--- src/hw/rtl/csp_pkg.sv ---
// Shared types, constants, character helpers and the color name table.
package csp_pkg;

    localparam int TEXT_BYTES = 9;
    localparam int NAME_COUNT = 31;

    localparam logic [7:0] CH_HASH  = 8'h23;
    localparam logic [7:0] CH_SPACE = 8'h20;
    localparam logic [7:0] CH_PLUS  = 8'h2B;
    localparam logic [7:0] CH_MINUS = 8'h2D;

    localparam logic [3:0] HEX6_LEN = 4'd7;
    localparam logic [3:0] HEX3_LEN = 4'd4;
    localparam logic [3:0] PEND_MAX = 4'hF;

    typedef logic [0:TEXT_BYTES-1][7:0] t_text;

    typedef struct packed {
        logic       bad;
        logic [3:0] len;
        t_text      text;
    } t_snap;

    localparam t_text NAME_TEXT [NAME_COUNT] = '{
        {"red",       {6{8'h00}}},
        {"green",     {4{8'h00}}},
        {"blue",      {5{8'h00}}},
        {"black",     {4{8'h00}}},
        {"white",     {4{8'h00}}},
        {"yellow",    {3{8'h00}}},
        {"cyan",      {5{8'h00}}},
        {"magenta",   {2{8'h00}}},
        {"orange",    {3{8'h00}}},
        {"purple",    {3{8'h00}}},
        {"pink",      {5{8'h00}}},
        {"brown",     {4{8'h00}}},
        {"lime",      {5{8'h00}}},
        {"indigo",    {3{8'h00}}},
        {"violet",    {3{8'h00}}},
        {"gold",      {5{8'h00}}},
        {"silver",    {3{8'h00}}},
        {"gray",      {5{8'h00}}},
        {"grey",      {5{8'h00}}},
        {"navy",      {5{8'h00}}},
        {"teal",      {5{8'h00}}},
        {"olive",     {4{8'h00}}},
        {"maroon",    {3{8'h00}}},
        {"aqua",      {5{8'h00}}},
        {"beige",     {4{8'h00}}},
        {"coral",     {4{8'h00}}},
        {"chocolate"},
        {"khaki",     {4{8'h00}}},
        {"salmon",    {3{8'h00}}},
        {"orchid",    {3{8'h00}}},
        {"turquoise"}
    };

    localparam logic [3:0] NAME_LEN [NAME_COUNT] = '{
        4'd3, 4'd5, 4'd4, 4'd5, 4'd5, 4'd6, 4'd4, 4'd7, 4'd6, 4'd6, 4'd4,
        4'd5, 4'd4, 4'd6, 4'd6, 4'd4, 4'd6, 4'd4, 4'd4, 4'd4, 4'd4, 4'd5,
        4'd6, 4'd4, 4'd5, 4'd5, 4'd9, 4'd5, 4'd6, 4'd6, 4'd9
    };

    localparam logic [23:0] NAME_COLOR [NAME_COUNT] = '{
        24'hFF0000, 24'h008000, 24'h0000FF, 24'h000000, 24'hFFFFFF, 24'hFFFF00,
        24'h00FFFF, 24'hFF00FF, 24'hFFA500, 24'h800080, 24'hFFC0CB, 24'hA52A2A,
        24'h00FF00, 24'h4B0082, 24'hEE82EE, 24'hFFD700, 24'hC0C0C0, 24'h808080,
        24'h808080, 24'h000080, 24'h008080, 24'h808000, 24'h800000, 24'h00FFFF,
        24'hF5F5DC, 24'hFF7F50, 24'hD2691E, 24'hF0E68C, 24'hFA8072, 24'hDA70D6,
        24'h40E0D0
    };

    function automatic logic is_ws(input logic [7:0] c);
        return (c == CH_SPACE) || (c >= 8'h09 && c <= 8'h0D);
    endfunction

    function automatic logic [7:0] to_lower(input logic [7:0] c);
        return (c >= 8'h41 && c <= 8'h5A) ? (c | 8'h20) : c;
    endfunction

    // {is digit, digit value}
    function automatic logic [4:0] hex_dig(input logic [7:0] c);
        logic [4:0] d;
        begin
            d = 5'h00;
            if (c >= 8'h30 && c <= 8'h39) begin
                d = {1'b1, c[3:0]};
            end else if ((c >= 8'h61 && c <= 8'h66) || (c >= 8'h41 && c <= 8'h46)) begin
                d = {1'b1, c[3:0] + 4'd9};
            end
            return d;
        end
    endfunction

endpackage

--- src/hw/rtl/csp_if.sv ---
// Valid/ready channel interfaces for character input and color result.
interface csp_in_if;
    logic       valid;
    logic       ready;
    logic [7:0] char_code;
    logic       is_last;

    modport source (output valid, output char_code, output is_last, input ready);
    modport sink (input valid, input char_code, input is_last, output ready);
endinterface

interface csp_out_if;
    logic        valid;
    logic        ready;
    logic        valid_res;
    logic [23:0] color;

    modport source (output valid, output valid_res, output color, input ready);
    modport sink (input valid, input valid_res, input color, output ready);
endinterface

--- src/hw/rtl/color_spec_text_parser.sv ---
// Top level of the color text parser: collector stage followed by evaluator stage.
// Throughput: one character word per cycle unless a waiting snapshot stalls the input,
// with texts back to back and no gap. The last accepted word closes the text into the
// snapshot register; the evaluator then decodes it into the result register, where the
// result word waits; it and any pending snapshot hold until the result is taken.
// Reset (synchronous, active low) clears length, held spaces, overflow flag and both
// stage valids; the text buffer is not cleared and is only read below the length.
module color_spec_text_parser #(
    parameter int MAX_CONTENT = 9
) (
    input  logic      i_clk,
    input  logic      i_rst_n,
    csp_in_if.sink    i_in,
    csp_out_if.source o_out
);

    logic           snap_valid;
    logic           snap_ready;
    csp_pkg::t_snap snap;

    csp_collect #(
        .MAX_CONTENT (MAX_CONTENT)
    ) u_collect (
        .i_clk        (i_clk),
        .i_rst_n      (i_rst_n),
        .i_in         (i_in),
        .i_snap_ready (snap_ready),
        .o_snap_valid (snap_valid),
        .o_snap       (snap)
    );

    csp_eval u_eval (
        .i_clk        (i_clk),
        .i_rst_n      (i_rst_n),
        .i_snap_valid (snap_valid),
        .i_snap       (snap),
        .o_snap_ready (snap_ready),
        .o_out        (o_out)
    );

endmodule

--- src/hw/rtl/csp_collect.sv ---
// Character collector: trims whitespace, fills the text buffer, snapshots on the last word.
module csp_collect #(
    parameter int MAX_CONTENT = 9
) (
    input  logic           i_clk,
    input  logic           i_rst_n,
    csp_in_if.sink         i_in,
    input  logic           i_snap_ready,
    output logic           o_snap_valid,
    output csp_pkg::t_snap o_snap
);

    localparam int LW = $clog2(MAX_CONTENT + 1);
    localparam int SW = $clog2(MAX_CONTENT + 17);

    logic [LW-1:0]  r_len, n_len;
    logic [3:0]     r_pend, n_pend;
    logic           r_too_long, n_too_long;
    logic [7:0]     r_buf [MAX_CONTENT];
    logic [7:0]     n_buf [MAX_CONTENT];
    logic           r_snap_valid;
    csp_pkg::t_snap r_snap, n_snap;

    logic          acc;
    logic          ws;
    logic [SW-1:0] base;
    logic [SW-1:0] fill_end;
    logic [SW-1:0] need;

    assign i_in.ready   = !r_snap_valid || i_snap_ready;
    assign acc          = i_in.valid && i_in.ready;
    assign o_snap_valid = r_snap_valid;
    assign o_snap       = r_snap;

    always_comb begin
        ws         = csp_pkg::is_ws(i_in.char_code);
        base       = SW'(r_len);
        fill_end   = base + SW'(r_pend);
        need       = fill_end + SW'(1);
        n_len      = r_len;
        n_pend     = r_pend;
        n_too_long = r_too_long;
        n_buf      = r_buf;
        if (acc) begin
            if (ws) begin
                if (r_len != '0 && r_pend != csp_pkg::PEND_MAX) begin
                    n_pend = r_pend + 4'd1;
                end
            end else if (!r_too_long) begin
                if (need > SW'(MAX_CONTENT)) begin
                    n_too_long = 1'b1;
                end else begin
                    // flush held spaces, then append the word
                    for (int i = 0; i < MAX_CONTENT; i++) begin
                        if (SW'(i) >= base && SW'(i) < fill_end) begin
                            n_buf[i] = csp_pkg::CH_SPACE;
                        end else if (SW'(i) == fill_end) begin
                            n_buf[i] = i_in.char_code;
                        end
                    end
                    n_len  = need[LW-1:0];
                    n_pend = 4'd0;
                end
            end
        end
    end

    always_comb begin
        n_snap.bad = n_too_long || (n_len == '0) || (n_len > LW'(csp_pkg::TEXT_BYTES));
        n_snap.len = n_snap.bad ? 4'd0 : n_len[3:0];
        for (int i = 0; i < csp_pkg::TEXT_BYTES; i++) begin
            n_snap.text[i] = n_buf[i];
        end
    end

    always_ff @(posedge i_clk) begin
        if (!i_rst_n) begin
            r_len        <= '0;
            r_pend       <= 4'd0;
            r_too_long   <= 1'b0;
            r_snap_valid <= 1'b0;
        end else if (acc && i_in.is_last) begin
            r_len        <= '0;
            r_pend       <= 4'd0;
            r_too_long   <= 1'b0;
            r_snap_valid <= 1'b1;
        end else begin
            r_len      <= n_len;
            r_pend     <= n_pend;
            r_too_long <= n_too_long;
            if (i_snap_ready) begin
                r_snap_valid <= 1'b0;
            end
        end
    end

    always_ff @(posedge i_clk) begin
        r_buf <= n_buf;
        if (acc && i_in.is_last) begin
            r_snap <= n_snap;
        end
    end

endmodule

--- src/hw/rtl/csp_eval.sv ---
// Evaluator: decodes hex forms and color names from the snapshot into the result register.
module csp_eval (
    input  logic           i_clk,
    input  logic           i_rst_n,
    input  logic           i_snap_valid,
    input  csp_pkg::t_snap i_snap,
    output logic           o_snap_ready,
    csp_out_if.source      o_out
);

    logic        r_out_valid;
    logic        r_valid_res, n_valid_res;
    logic [23:0] r_color, n_color;

    csp_pkg::t_text lc;
    logic           name_ok;
    logic [23:0]    name_color;

    function automatic logic [7:0] field2(input logic [7:0] a, input logic [7:0] b);
        logic [4:0] ha;
        logic [4:0] hb;
        logic [7:0] v;
        logic       neg;
        begin
            ha  = csp_pkg::hex_dig(a);
            hb  = csp_pkg::hex_dig(b);
            v   = 8'h00;
            neg = 1'b0;
            if (csp_pkg::is_ws(a)) begin
                if (hb[4]) v = {4'h0, hb[3:0]};
            end else if (a == csp_pkg::CH_PLUS || a == csp_pkg::CH_MINUS) begin
                neg = (a == csp_pkg::CH_MINUS);
                if (hb[4]) v = {4'h0, hb[3:0]};
            end else if (ha[4]) begin
                v = hb[4] ? {ha[3:0], hb[3:0]} : {4'h0, ha[3:0]};
            end
            if (neg) v = 8'h00 - v;
            return v;
        end
    endfunction

    function automatic logic [7:0] field1(input logic [7:0] a);
        logic [4:0] ha;
        begin
            ha = csp_pkg::hex_dig(a);
            return ha[4] ? {ha[3:0], ha[3:0]} : 8'h00;
        end
    endfunction

    assign o_snap_ready = !r_out_valid || o_out.ready;
    assign o_out.valid     = r_out_valid;
    assign o_out.valid_res = r_valid_res;
    assign o_out.color     = r_color;

    always_comb begin
        for (int i = 0; i < csp_pkg::TEXT_BYTES; i++) begin
            lc[i] = (4'(i) < i_snap.len) ? csp_pkg::to_lower(i_snap.text[i]) : 8'h00;
        end
        name_ok    = 1'b0;
        name_color = 24'h000000;
        for (int k = 0; k < csp_pkg::NAME_COUNT; k++) begin
            if (lc == csp_pkg::NAME_TEXT[k] && i_snap.len == csp_pkg::NAME_LEN[k]) begin
                name_ok    = 1'b1;
                name_color = name_color | csp_pkg::NAME_COLOR[k];
            end
        end
    end

    always_comb begin
        n_valid_res = 1'b0;
        n_color     = 24'h000000;
        if (!i_snap.bad) begin
            if (i_snap.text[0] == csp_pkg::CH_HASH) begin
                if (i_snap.len == csp_pkg::HEX6_LEN) begin
                    n_valid_res = 1'b1;
                    n_color     = {field2(i_snap.text[1], i_snap.text[2]),
                                   field2(i_snap.text[3], i_snap.text[4]),
                                   field2(i_snap.text[5], i_snap.text[6])};
                end else if (i_snap.len == csp_pkg::HEX3_LEN) begin
                    n_valid_res = 1'b1;
                    n_color     = {field1(i_snap.text[1]), field1(i_snap.text[2]),
                                   field1(i_snap.text[3])};
                end
            end else begin
                n_valid_res = name_ok;
                n_color     = name_color;
            end
        end
    end

    always_ff @(posedge i_clk) begin
        if (!i_rst_n) begin
            r_out_valid <= 1'b0;
        end else if (i_snap_valid && o_snap_ready) begin
            r_out_valid <= 1'b1;
        end else if (o_out.ready) begin
            r_out_valid <= 1'b0;
        end
    end

    always_ff @(posedge i_clk) begin
        if (i_snap_valid && o_snap_ready) begin
            r_valid_res <= n_valid_res;
            r_color     <= n_color;
        end
    end

endmodule

--- src/flat_wrapper.sv ---
// flat-port wrapper written by rule: the top's interface ports become plain ports
module color_spec_text_parser_flat 
#(
    parameter int MAX_CONTENT = 9
)
  (i_clk, i_rst_n, i_in_valid, i_in_char_code, i_in_is_last, i_in_ready, o_out_valid, o_out_valid_res, o_out_color, o_out_ready);
  csp_in_if i_in_i ();
  csp_out_if o_out_i ();
  input  logic i_clk;
  input  logic i_rst_n;
  input wire logic [$bits(i_in_i.valid)-1:0] i_in_valid;
  input wire logic [$bits(i_in_i.char_code)-1:0] i_in_char_code;
  input wire logic [$bits(i_in_i.is_last)-1:0] i_in_is_last;
  output wire logic [$bits(i_in_i.ready)-1:0] i_in_ready;
  output wire logic [$bits(o_out_i.valid)-1:0] o_out_valid;
  output wire logic [$bits(o_out_i.valid_res)-1:0] o_out_valid_res;
  output wire logic [$bits(o_out_i.color)-1:0] o_out_color;
  input wire logic [$bits(o_out_i.ready)-1:0] o_out_ready;
  assign i_in_i.valid = i_in_valid;
  assign i_in_i.char_code = i_in_char_code;
  assign i_in_i.is_last = i_in_is_last;
  assign i_in_ready = i_in_i.ready;
  assign o_out_valid = o_out_i.valid;
  assign o_out_valid_res = o_out_i.valid_res;
  assign o_out_color = o_out_i.color;
  assign o_out_i.ready = o_out_ready;
  color_spec_text_parser #(.MAX_CONTENT(MAX_CONTENT)) u_core (.i_clk(i_clk), .i_rst_n(i_rst_n), .i_in(i_in_i), .o_out(o_out_i));
endmodule
--- config.mk ---
export PLATFORM = sky130hd
export DESIGN_NAME = color_spec_text_parser_flat
export DESIGN_NICKNAME = d
export VERILOG_FILES = /design/src/hw/rtl/csp_pkg.sv /design/src/hw/rtl/csp_if.sv /design/src/hw/rtl/color_spec_text_parser.sv /design/src/hw/rtl/csp_collect.sv /design/src/hw/rtl/csp_eval.sv /design/src/flat_wrapper.sv
export SDC_FILE = /design/constraint.sdc
export NUM_CORES = 1
export LEC_CHECK = 0
export BUFFER_PORTS_ARGS = -buffer_cell sky130_fd_sc_hd__buf_2
export CAP_MARGIN = 40
export CORE_AREA = 2 2 151 153
export DETAILED_ROUTE_END_ITERATION = 7
export DIE_AREA = 0 0 153 155
export PLACE_DENSITY_LB_ADDON = 0.08
export SETUP_SLACK_MARGIN = 0.3
export SLEW_MARGIN = 0
export SYNTH_ARGS = -nofsm -noshare
export SYNTH_HDL_FRONTEND = slang
export SYNTH_SLANG_ARGS = --single-unit
export TNS_END_PERCENT = 1
--- constraint.sdc ---
create_clock -name i_clk -period 4.3 [get_ports i_clk]
set_input_delay 0.645 -clock i_clk [delete_from_list [all_inputs] [get_ports i_clk]]
set_output_delay 0.645 -clock i_clk [all_outputs]
set_load 0.02 [all_outputs]
==> impl_metrics.py, run 1 <==
metrics = {
    "critical_path": {
        "cp_max_fo": 7,
        "critPathArrivalTime_ns": 4.01,
        "rr_startpoint": "u_core.u_collect.o_snap[16]",
        "reg2reg_depth": 11,
        "crit_slowest_cell": "or4b_2",
        "start_kind": "flip-flop",
        "cp_data_required_time_ns": 4.45,
        "r2r_end": "u_core.u_eval.o_out.valid_res",
        "r2r_slack_ns": 0.44,
        "cpPeakStageDelay_ns": 0.62,
        "crit_family": "simple AND/OR/NAND/NOR gates",
        "worstPathCellList": "inv_1 -> ha_1 -> or4b_2 -> o211ai_1 -> nor4_1 -> buf_4 -> o2111ai_1 -> nor4_2 -> a2111oi_0 -> nor4b_1 -> a41oi_1",
        "path_buf_inv": 2,
        "path_class": "flip-flop to flip-flop",
        "worstSetupEndpointType": "flip-flop",
    },
    "route": {
        "drt_iter0_markers": 1222,
        "wirelength_um": 38100,
        "drtPass1Iterations": 8,
        "routed_via_density": 6.61,
        "ant_nets": 0,
        "routedWlPerCell_um": 23.9,
        "remaining_drc_errors": 2,
        "vias": 10546,
    },
    "sta": {
        "fin_skew_ns": 0.0180,
        "fin_setup_tns_ns": 0,
        "finalHoldViolCount": 0,
        "fin_crit_ns": 3.86,
        "rsz0062_at_grt": "true",
        "relSlewSlack": 0.408,
        "drv_slew": 0,
        "worst_pin_slew_ns": 0.876,
        "setup_viol": 0,
        "post-route-period-util": 0.898,
        "fmax_ghz": 0.259,
    },
    "die": {
        "die_h_um": 155,
        "start_util": 0.518,
        "design.die.area_um2": 23700,
        "io_pins": 40,
        "rows": 55,
        "fp.coreArea_um2": 22200,
        "die_x_um": 153,
    },
    "clock_network": {
        "cts.path.max_buffers": 2,
        "cts_made_buffers": 17,
        "root_buffer": "clkbuf_16",
        "postCtsHoldBufs": 0,
        "insertion_delay_ns": 0.45,
        "clk_pin_slew_ns": 0.09,
        "cts_tree": "done",
        "htreeDepth": 4,
        "numClockSinks": 185,
    },
    "cells_and_area": {
        "diodes": 0,
        "final_nets": 1347,
        "mostFrequentLayoutCells": "nor2_1, edfxtp_1, dfxtp_1",
        "final_common_cell": "nor2_1",
        "area_delta_synth_final_pct": 13.5,
        "layout-drive-gt1-share": 0.160,
    },
    "worst_hold_path": {
        "worst_hold_path.endpoint": "u_core.u_collect.r_buf[5]",
        "hold_start": "u_core.u_collect.r_buf[5]",
        "holdPathStages": 1,
        "hold_path.class": "flip-flop to flip-flop",
    },
    "global_route": {
        "grt_pass1_wl_um": 58100,
        "grt_use_total": 0.319,
        "grt_overflow": 0,
        "grt_antenna_before_repair": 0,
        "first_global_vias": 9957,
        "grt_max_degree": 78,
    },
    "synthesis": {
        "syn_area_um2": 11500,
        "netlist_instances": 1227,
        "synth-edff-count": 102,
        "synth.area.top_cells": "edfxtp_1, dfxtp_1, mux2i_1",
        "synth.avg_cell_area_um2": 9.39,
        "synthArstFlopShare": 0,
        "ys_warn_count": 0,
        "ys_types": 92,
        "synth_top_area_cell": "edfxtp_1",
        "syn_nets": 1276,
        "synth_top_area_share": 0.266,
        "yosysSeqAreaShare": 0.410,
        "ys.flop_type": "edfxtp_1",
        "synth_seq_cells": 185,
    },
    "run_status": {
        "violations": "design-rule violations",
        "status": "finished with violations",
    },
    "pwr": {
        "cellPowerDensity_nw_per_um2": 339,
        "power_uw": 4440,
        "leakage_uw": 0.00525,
        "vdd_drop_max_mv": 0.299,
    },
    "run": {
        "drv_cap": 0,
    },
    "place": {
        "gp_congestion": 1.02,
        "dp_hpwl_um": 28800,
        "portBuffers": 39,
    },
}
[repair_timing]
| item | CTS | global route |
|---|---|---|
| cloned | 0 | 1 |
| pin swaps | 0 | 1 |
| setup endpoints to repair | 13 | 144 |
| gates resized for setup | 2 | 17 |
| setup buffers | 0 | 3 |
[where the power goes]
part,internal [uW],total (uW),switching [uW]
sequential,2040,2150,108
clock,813,1670,855
combinational,234,625,391
total,3090,4440,1350
[worst max path at each step]
stage	startpoint	cells past startpoint	slack, ns	to
after floorplan	u_core.u_collect.r_pend[0]	13	0.62	u_core.u_collect.o_snap[13]
after global placement	u_core.u_collect.r_pend[0]	14	0.32	u_core.u_collect.o_snap[42]
after detailed placement	u_core.u_collect.r_pend[0]	14	0.21	u_core.u_collect.o_snap[42]
after CTS	u_core.u_collect.r_pend[0]	14	0.26	u_core.u_collect.o_snap[58]
after global routing	u_core.u_collect.r_pend[0]	16	0.27	u_core.u_collect.o_snap[53]
final	u_core.u_collect.o_snap[16]	11	0.44	u_core.u_eval.o_out.valid_res
[per-layer routing]
layer,vias to the layer above,part of all wire,GRT usage
met3,123,0.068,0.0359
met1,5048,0.41,0.414
met5,-,0,0
li1,4845,-,-
met2,530,0.47,0.532
met4,0,0.052,0.164
[per-stage QoR]
| stage | util | setup WS, ns | instance area (um^2) | instances | hold slack, ns |
|---|---|---|---|---|---|
| after floorplan | - | 0.623 | 11500 | 1227 | 0.429 |
| after global placement | 0.555 | 0.318 | 12300 | 1557 | 0.435 |
| after detailed placement | 0.557 | 0.211 | 12400 | 1560 | 0.450 |
| after CTS | 0.585 | 0.260 | 13000 | 1592 | 0.463 |
| after global routing | 0.588 | 0.267 | 13100 | 1596 | 0.472 |
| final | 0.588 | 0.440 | 13100 | 1596 | 0.465 |
[logic make-up (layout without fill, tap and decap cells)]
logic type / count (synthesis) / after routing / synth area share
compound gates: 247 / 247 / 0.154
xor+xnor: 13 / 13 / 0.00988
fa+ha+maj: 36 / 36 / 0.0397
buf+inv: 99 / 183 / 0.0350
flops: 185 / 185 / 0.410
mux: 77 / 77 / 0.0673
simple gates: 570 / 570 / 0.284
[cells in the mapped netlist, types with 5 or more instances]
cell type  number
nor4b_1         9
o211a_1         5
o2111ai_1       5
a32oi_1         6
and2_1         11
a221oi_1       10
a31oi_1         9
nand2b_1       13
nand3_1        45
nor4_1         34
or2_2           9
nor4bb_1       12
a22oi_1         6
and4_1          5
a211oi_1       15
o21a_1         16
nand4b_1       11
or4_1          12
or4b_2          7
nor2b_1        39
o21bai_1        8
nor3_1         29
nor2_1        157
a21oi_1        43
a311oi_1        9
and4b_1         6
o21ai_0        37
ha_1           35
edfxtp_1      102
nand4_1        28
and3_1         15
inv_1          39
o22ai_1         5
xnor2_1        10
buf_2          13
a211o_1        14
dfxtp_1        83
or3_1          12
mux2i_1        73
nand2_1        65
nor3b_1        11
clkbuf_1       36
buf_1           7
a21o_1         12
o211ai_1       10
[cell type report]
cell class	count	area, um^2
timing repair buffer	112	781
multi-input combinational	943	6440
fill	1916	9150
clock buffer	17	425
tap	285	357
inverter	39	146
sequential	185	4720
clock inverter	15	204
[sequential cells by signal, summed over array words and instances (netlist names)]
signal and flops:
u_core.u_collect.o_snap_valid 1, u_core.u_collect.o_snap 77, u_core.u_eval.o_out.valid 1, u_core.u_collect.r_too_long 1, u_core.u_eval.o_out.color 24, u_core.u_eval.o_out.valid_res 1, u_core.u_collect.r_buf 72, u_core.u_collect.r_len 4
u_core.u_collect.r_pend 4
No activity file was read; power rests on OpenSTA's default activity.
==> run 2: changes to the inputs <==
--- a/config.mk
+++ b/config.mk
@@ -10,6 +10,7 @@
 export CORE_AREA = 2 2 151 153
 export DETAILED_ROUTE_END_ITERATION = 7
 export DIE_AREA = 0 0 153 155
+export GPL_TIMING_DRIVEN = 0
 export PLACE_DENSITY_LB_ADDON = 0.08
 export SETUP_SLACK_MARGIN = 0.3
 export SLEW_MARGIN = 0
==> run 2 against run 1 <==
Effect of this change: the run now ends clean; register-to-register slack got worse by 0.28 ns; clock power rose by 2%; final cell count shrank 0.25%; clock skew shrank 0.0068 ns; cell area down 1.2%; first-iteration DRC count decreased by 9.2%.
==> impl_metrics.py, run 2 (synthesized netlist as in run 1, its figures left out) <==
metrics = {
    "sta": {
        "worst_pin_slew_ns": 0.917,
        "fin_skew_ns": 0.0112,
        "setup_ws_ns": 0.160,
        "fmax_ghz": 0.242,
        "fin_hold_ws_ns": 0.465,
        "rsz0062_at_grt": "true",
        "relSlewSlack": 0.385,
        "setup_viol": 0,
        "post-route-period-util": 0.963,
        "fin_crit_ns": 4.14,
        "drv_slew": 0,
        "fin_setup_tns_ns": 0,
        "finalHoldViolCount": 0,
    },
    "route": {
        "routedWlPerCell_um": 24.3,
        "ant_nets": 0,
        "remaining_drc_errors": 0,
        "drtPass1Iterations": 8,
        "vias": 10355,
        "drt_iter0_markers": 1110,
        "routed_via_density": 6.50,
        "wirelength_um": 38700,
    },
    "critical_path": {
        "cpPeakStageDelay_ns": 0.67,
        "start_kind": "flip-flop",
        "worstPathCellList": "clkbuf_1 -> inv_1 -> ha_1 -> or4b_2 -> o211ai_1 -> buf_4 -> or3_1 -> or4_1 -> o21bai_2 -> or2_2 -> nor4bb_1 -> a221oi_1",
        "crit_family": "simple AND/OR/NAND/NOR gates",
        "critPathArrivalTime_ns": 4.30,
        "worstSetupEndpointType": "flip-flop",
        "cp_max_fo": 9,
        "path_buf_inv": 3,
        "path_class": "flip-flop to flip-flop",
        "crit_slowest_cell": "or4b_2",
        "cp_data_required_time_ns": 4.46,
    },
    "clock_network": {
        "htreeDepth": 4,
        "postCtsHoldBufs": 0,
        "cts_tree": "done",
        "cts_made_buffers": 17,
        "root_buffer": "clkbuf_16",
        "numClockSinks": 185,
        "clk_pin_slew_ns": 0.09,
        "insertion_delay_ns": 0.45,
        "cts.path.max_buffers": 2,
    },
    "cells_and_area": {
        "largest_reg_flops": 77,
        "final_common_cell": "nor2_1",
        "layout-drive-gt1-share": 0.123,
        "final_nets": 1343,
        "mostFrequentLayoutCells": "nor2_1, edfxtp_1, dfxtp_1",
        "area_delta_synth_final_pct": 12.1,
        "diodes": 0,
        "finalInstanceArea_um2": 12900,
    },
    "global_route": {
        "grt_use_total": 0.326,
        "grt_max_degree": 61,
        "grt_antenna_before_repair": 0,
        "grt_pass1_wl_um": 59100,
        "grt_overflow": 0,
        "first_global_vias": 9905,
    },
    "die": {
        "rows": 55,
        "die_h_um": 155,
        "die_x_um": 153,
        "start_util": 0.518,
        "io_pins": 40,
        "design.die.area_um2": 23700,
        "fp.coreArea_um2": 22200,
    },
    "place": {
        "gp_congestion": 1.00,
        "placed_area_um2": 12100,
        "dp_slack_ns": -0.0639,
        "dp_hpwl_um": 29400,
        "portBuffers": 36,
    },
    "worst_hold_path": {
        "hold_path.class": "input port to flip-flop",
    },
    "pwr": {
        "leakage_uw": 0.00508,
        "cellPowerDensity_nw_per_um2": 347,
        "vdd_drop_max_mv": 0.260,
    },
    "run": {
        "drv_cap": 0,
    },
    "run_status": {
        "status": "finished, final reports clean",
    },
}
==> run 2: power breakdown <==
group	internal, uW	leakage (uW)	switching (uW)
combinational	219	0.00310	431
sequential	2040	0.00168	85.8
clock	816	0.000302	891
total	3070	0.00508	1410
==> run 2: worst reg2reg max path: stages (launching register included) <==
cell      delay (ns)
edfxtp_1        0.37
clkbuf_1        0.33
inv_1           0.17
ha_1            0.25
or4b_2          0.67
o211ai_1        0.20
buf_4           0.18
or3_1           0.17
or4_1           0.22
o21bai_2        0.15
or2_2           0.33
nor4bb_1        0.63
a221oi_1        0.19
==> run 2: cell type report <==
class	instances	area, um^2
Buffer	60	273
Clock buffer	17	425
Clock inverter	15	211
Fill cell	2006	9310
Inverter	39	149
Multi-Input combinational cell	943	6480
Sequential cell	185	4730
Tap cell	285	357
Timing Repair Buffer	48	297
==> run 2: repair_timing <==
item | in CTS | in global routing
resized for setup | 5 | 22
pin swaps | 2 | 0
setup endpoints to repair | 148 | 175
endpoints found under the hold margin | 0 | 0
buffers inserted | 6 | 0
==> run 2: through the flow <==
step	utilization	cells	power (uW)
2_1_floorplan	-	1227	2560
3_3_place_gp	0.542	1548	2760
3_5_place_dp	0.546	1554	2780
4_1_cts	0.578	1592	4460
5_1_grt	0.581	1592	4620
6_report	0.581	1592	4480
==> run 2: worst paths after layout <==
kind	startpoint	to	slack, ns	cells after the start
worst max-delay path	u_core.u_collect.o_snap[49]	u_core.u_eval.o_out.color[4]	0.16	12
worst min-delay path	i_rst_n	u_core.u_eval.o_out.valid	0.47	2
worst max register to register	u_core.u_collect.o_snap[49]	u_core.u_eval.o_out.color[4]	0.16	12
worst min register to register	u_core.u_collect.r_buf[37]	u_core.u_collect.r_buf[37]	0.48	1
==> run 2: per-layer routing <==
metal / up-vias / track usage / share of wire
li1: 4818 / - / -
met1: 4968 / 0.437 / 0.43
met2: 452 / 0.525 / 0.45
met3: 117 / 0.0443 / 0.060
met4: 0 / 0.157 / 0.055
met5: - / 0 / 0
==> run 3: changes to the inputs <==
--- a/config.mk
+++ b/config.mk
@@ -12,7 +12,6 @@
 export DIE_AREA = 0 0 153 155
 export GPL_TIMING_DRIVEN = 0
 export PLACE_DENSITY_LB_ADDON = 0.08
-export SETUP_SLACK_MARGIN = 0.3
 export SLEW_MARGIN = 0
 export SYNTH_ARGS = -nofsm -noshare
 export SYNTH_HDL_FRONTEND = slang
==> run 3 against run 2 <==
Effect of this change: critical path depth is 1 higher; worst hold slack is essentially flat; clock power is essentially flat; sequential power barely moved; global-route usage fell by 0.060 points; sequential share of layout area is 0.10 points higher; first-iteration DRC count unchanged; combinational power shrank 0.8%.
==> impl_metrics.py, run 3 (synthesized netlist as in run 1, its figures left out) <==
metrics = {
    "run_status": {
        "status": "finished, final reports clean",
    },
    "sta": {
        "fin_skew_ns": 0.0119,
        "setup_viol": 0,
        "drv_slew": 0,
        "worst_pin_slew_ns": 0.890,
        "fin_crit_ns": 4.17,
        "rsz0062_at_grt": "true",
        "relSlewSlack": 0.403,
        "fin_setup_tns_ns": 0,
        "post-route-period-util": 0.969,
        "fin_hold_ws_ns": 0.465,
        "finalHoldViolCount": 0,
        "fmax_ghz": 0.240,
    },
    "route": {
        "drtPass1Iterations": 7,
        "ant_nets": 0,
        "routedWlPerCell_um": 24.2,
        "remaining_drc_errors": 0,
        "wirelength_um": 38500,
        "routed_via_density": 6.53,
        "drt_iter0_markers": 1110,
        "vias": 10382,
    },
    "global_route": {
        "use_met1": 0.437,
        "grt_use_total": 0.326,
        "grt_antenna_before_repair": 0,
        "met3_usage": 0.0443,
        "grt.busiest_layer": "met2",
        "grt_pass1_wl_um": 59000,
        "first_global_vias": 9883,
        "grt_use_met2": 0.523,
        "grt_overflow": 0,
        "grt_max_degree": 61,
    },
    "clock_network": {
        "cts_tree": "done",
        "insertion_delay_ns": 0.45,
        "numClockSinks": 185,
        "postCtsHoldBufs": 0,
        "cts.path.max_buffers": 2,
        "htreeDepth": 4,
        "clk_pin_slew_ns": 0.09,
        "root_buffer": "clkbuf_16",
        "cts_made_buffers": 17,
    },
    "critical_path": {
        "path_class": "flip-flop to flip-flop",
        "cp-startpoint": "u_core.u_collect.r_pend[0]",
        "worstPathCellList": "ha_1 -> inv_1 -> fa_2 -> inv_1 -> ha_1 -> nor2b_1 -> o21ai_0 -> a311o_1 -> a21oi_1 -> buf_2 -> mux2i_1 -> o21ai_0 -> a31o_2",
        "cpPeakStageDelay_ns": 0.65,
        "critPathArrivalTime_ns": 4.36,
        "r2r_slack_ns": 0.13,
        "crit_slowest_cell": "fa_2",
        "cp_data_required_time_ns": 4.50,
        "start_kind": "flip-flop",
        "cp_max_fo": 10,
        "endpoint": "u_core.u_collect.o_snap[76]",
        "rr_startpoint": "u_core.u_collect.r_pend[0]",
        "worstSetupEndpointType": "flip-flop",
        "reg2reg_depth": 13,
        "r2r_end": "u_core.u_collect.o_snap[76]",
    },
    "die": {
        "rows": 55,
        "start_util": 0.518,
        "design.die.area_um2": 23700,
        "die_h_um": 155,
        "fp.coreArea_um2": 22200,
        "die_x_um": 153,
        "io_pins": 40,
    },
    "cells_and_area": {
        "diodes": 0,
        "final_nets": 1342,
        "area_delta_synth_final_pct": 11.8,
        "fin_util": 0.579,
        "final_common_cell": "nor2_1",
        "mostFrequentLayoutCells": "nor2_1, edfxtp_1, dfxtp_1",
        "layout-drive-gt1-share": 0.117,
        "finalInstanceArea_um2": 12900,
        "largest_reg_flops": 77,
    },
    "pwr": {
        "cellPowerDensity_nw_per_um2": 347,
        "vdd_drop_max_mv": 0.262,
        "leakage_uw": 0.00506,
        "power_uw": 4470,
    },
    "place": {
        "gp_congestion": 1.00,
        "placed_area_um2": 12100,
        "dp_hpwl_um": 29400,
        "portBuffers": 36,
    },
    "worst_hold_path": {
        "hold_path.class": "input port to flip-flop",
    },
    "run": {
        "drv_cap": 0,
    },
}
run 3: area by class of cell:
cell class,count,area [um^2]
inverter,39,149
clock buffer,17,425
multi-input combinational,943,6460
fill,2016,9350
clock inverter,15,211
buffer,60,265
timing repair buffer,47,289
sequential,185,4720
tap,285,357
run 3: metal layers:
metal,up-vias,share of wire
met5,-,0
met4,0,0.055
met3,121,0.068
met2,505,0.45
met1,4945,0.43
li1,4811,-
run 3: metrics by stage:
step / instances / worst slack [ns]
after floorplan: 1227 / 0.623
after global placement: 1548 / -0.158
after detailed placement: 1554 / -0.0639
after CTS: 1590 / 0.0381
after global routing: 1591 / -0.121
final: 1591 / 0.133
run 3: how the worst min path moves through the flow:
| stage | cells past startpoint | slack [ns] | end | from |
|---|---|---|---|---|
| after detailed placement | 1 | 0.46 | u_core.u_collect.r_buf[69] | u_core.u_collect.r_buf[69] |
| after floorplan | 1 | 0.43 | u_core.u_collect.r_buf[13] | u_core.u_collect.r_buf[13] |
| after global placement | 1 | 0.44 | u_core.u_collect.r_buf[37] | u_core.u_collect.r_buf[37] |
| after global routing | 2 | 0.46 | u_core.u_eval.o_out.valid | i_rst_n |
| final | 2 | 0.47 | u_core.u_eval.o_out.valid | i_rst_n |
| after CTS | 2 | 0.46 | u_core.u_eval.o_out.valid | i_rst_n |
run 3: repair_timing:
item                       in CTS  in global routing
gates resized for setup         0                 14
setup endpoints to repair       2                141
pin swaps                       1                  1
setup buffers                   4                  1
run 3: power by group:
| part | switching (uW) | total [uW] | internal (uW) |
|---|---|---|---|
| Combinational | 428 | 645 | 217 |
| Sequential | 86.2 | 2120 | 2040 |
| Clock | 886 | 1700 | 816 |
| Total | 1400 | 4470 | 3070 |
run 3: critical path: cells and delay by family, from the launching register on:
kind                       cells  cell delay (ns)
buffers and inverters          3             0.41
adders and majority gates      3             1.19
muxes                          1             0.51
DFF                            1             0.43
AOI/OAI and AO/OA              5             1.17
and+or+nand+nor                1             0.20
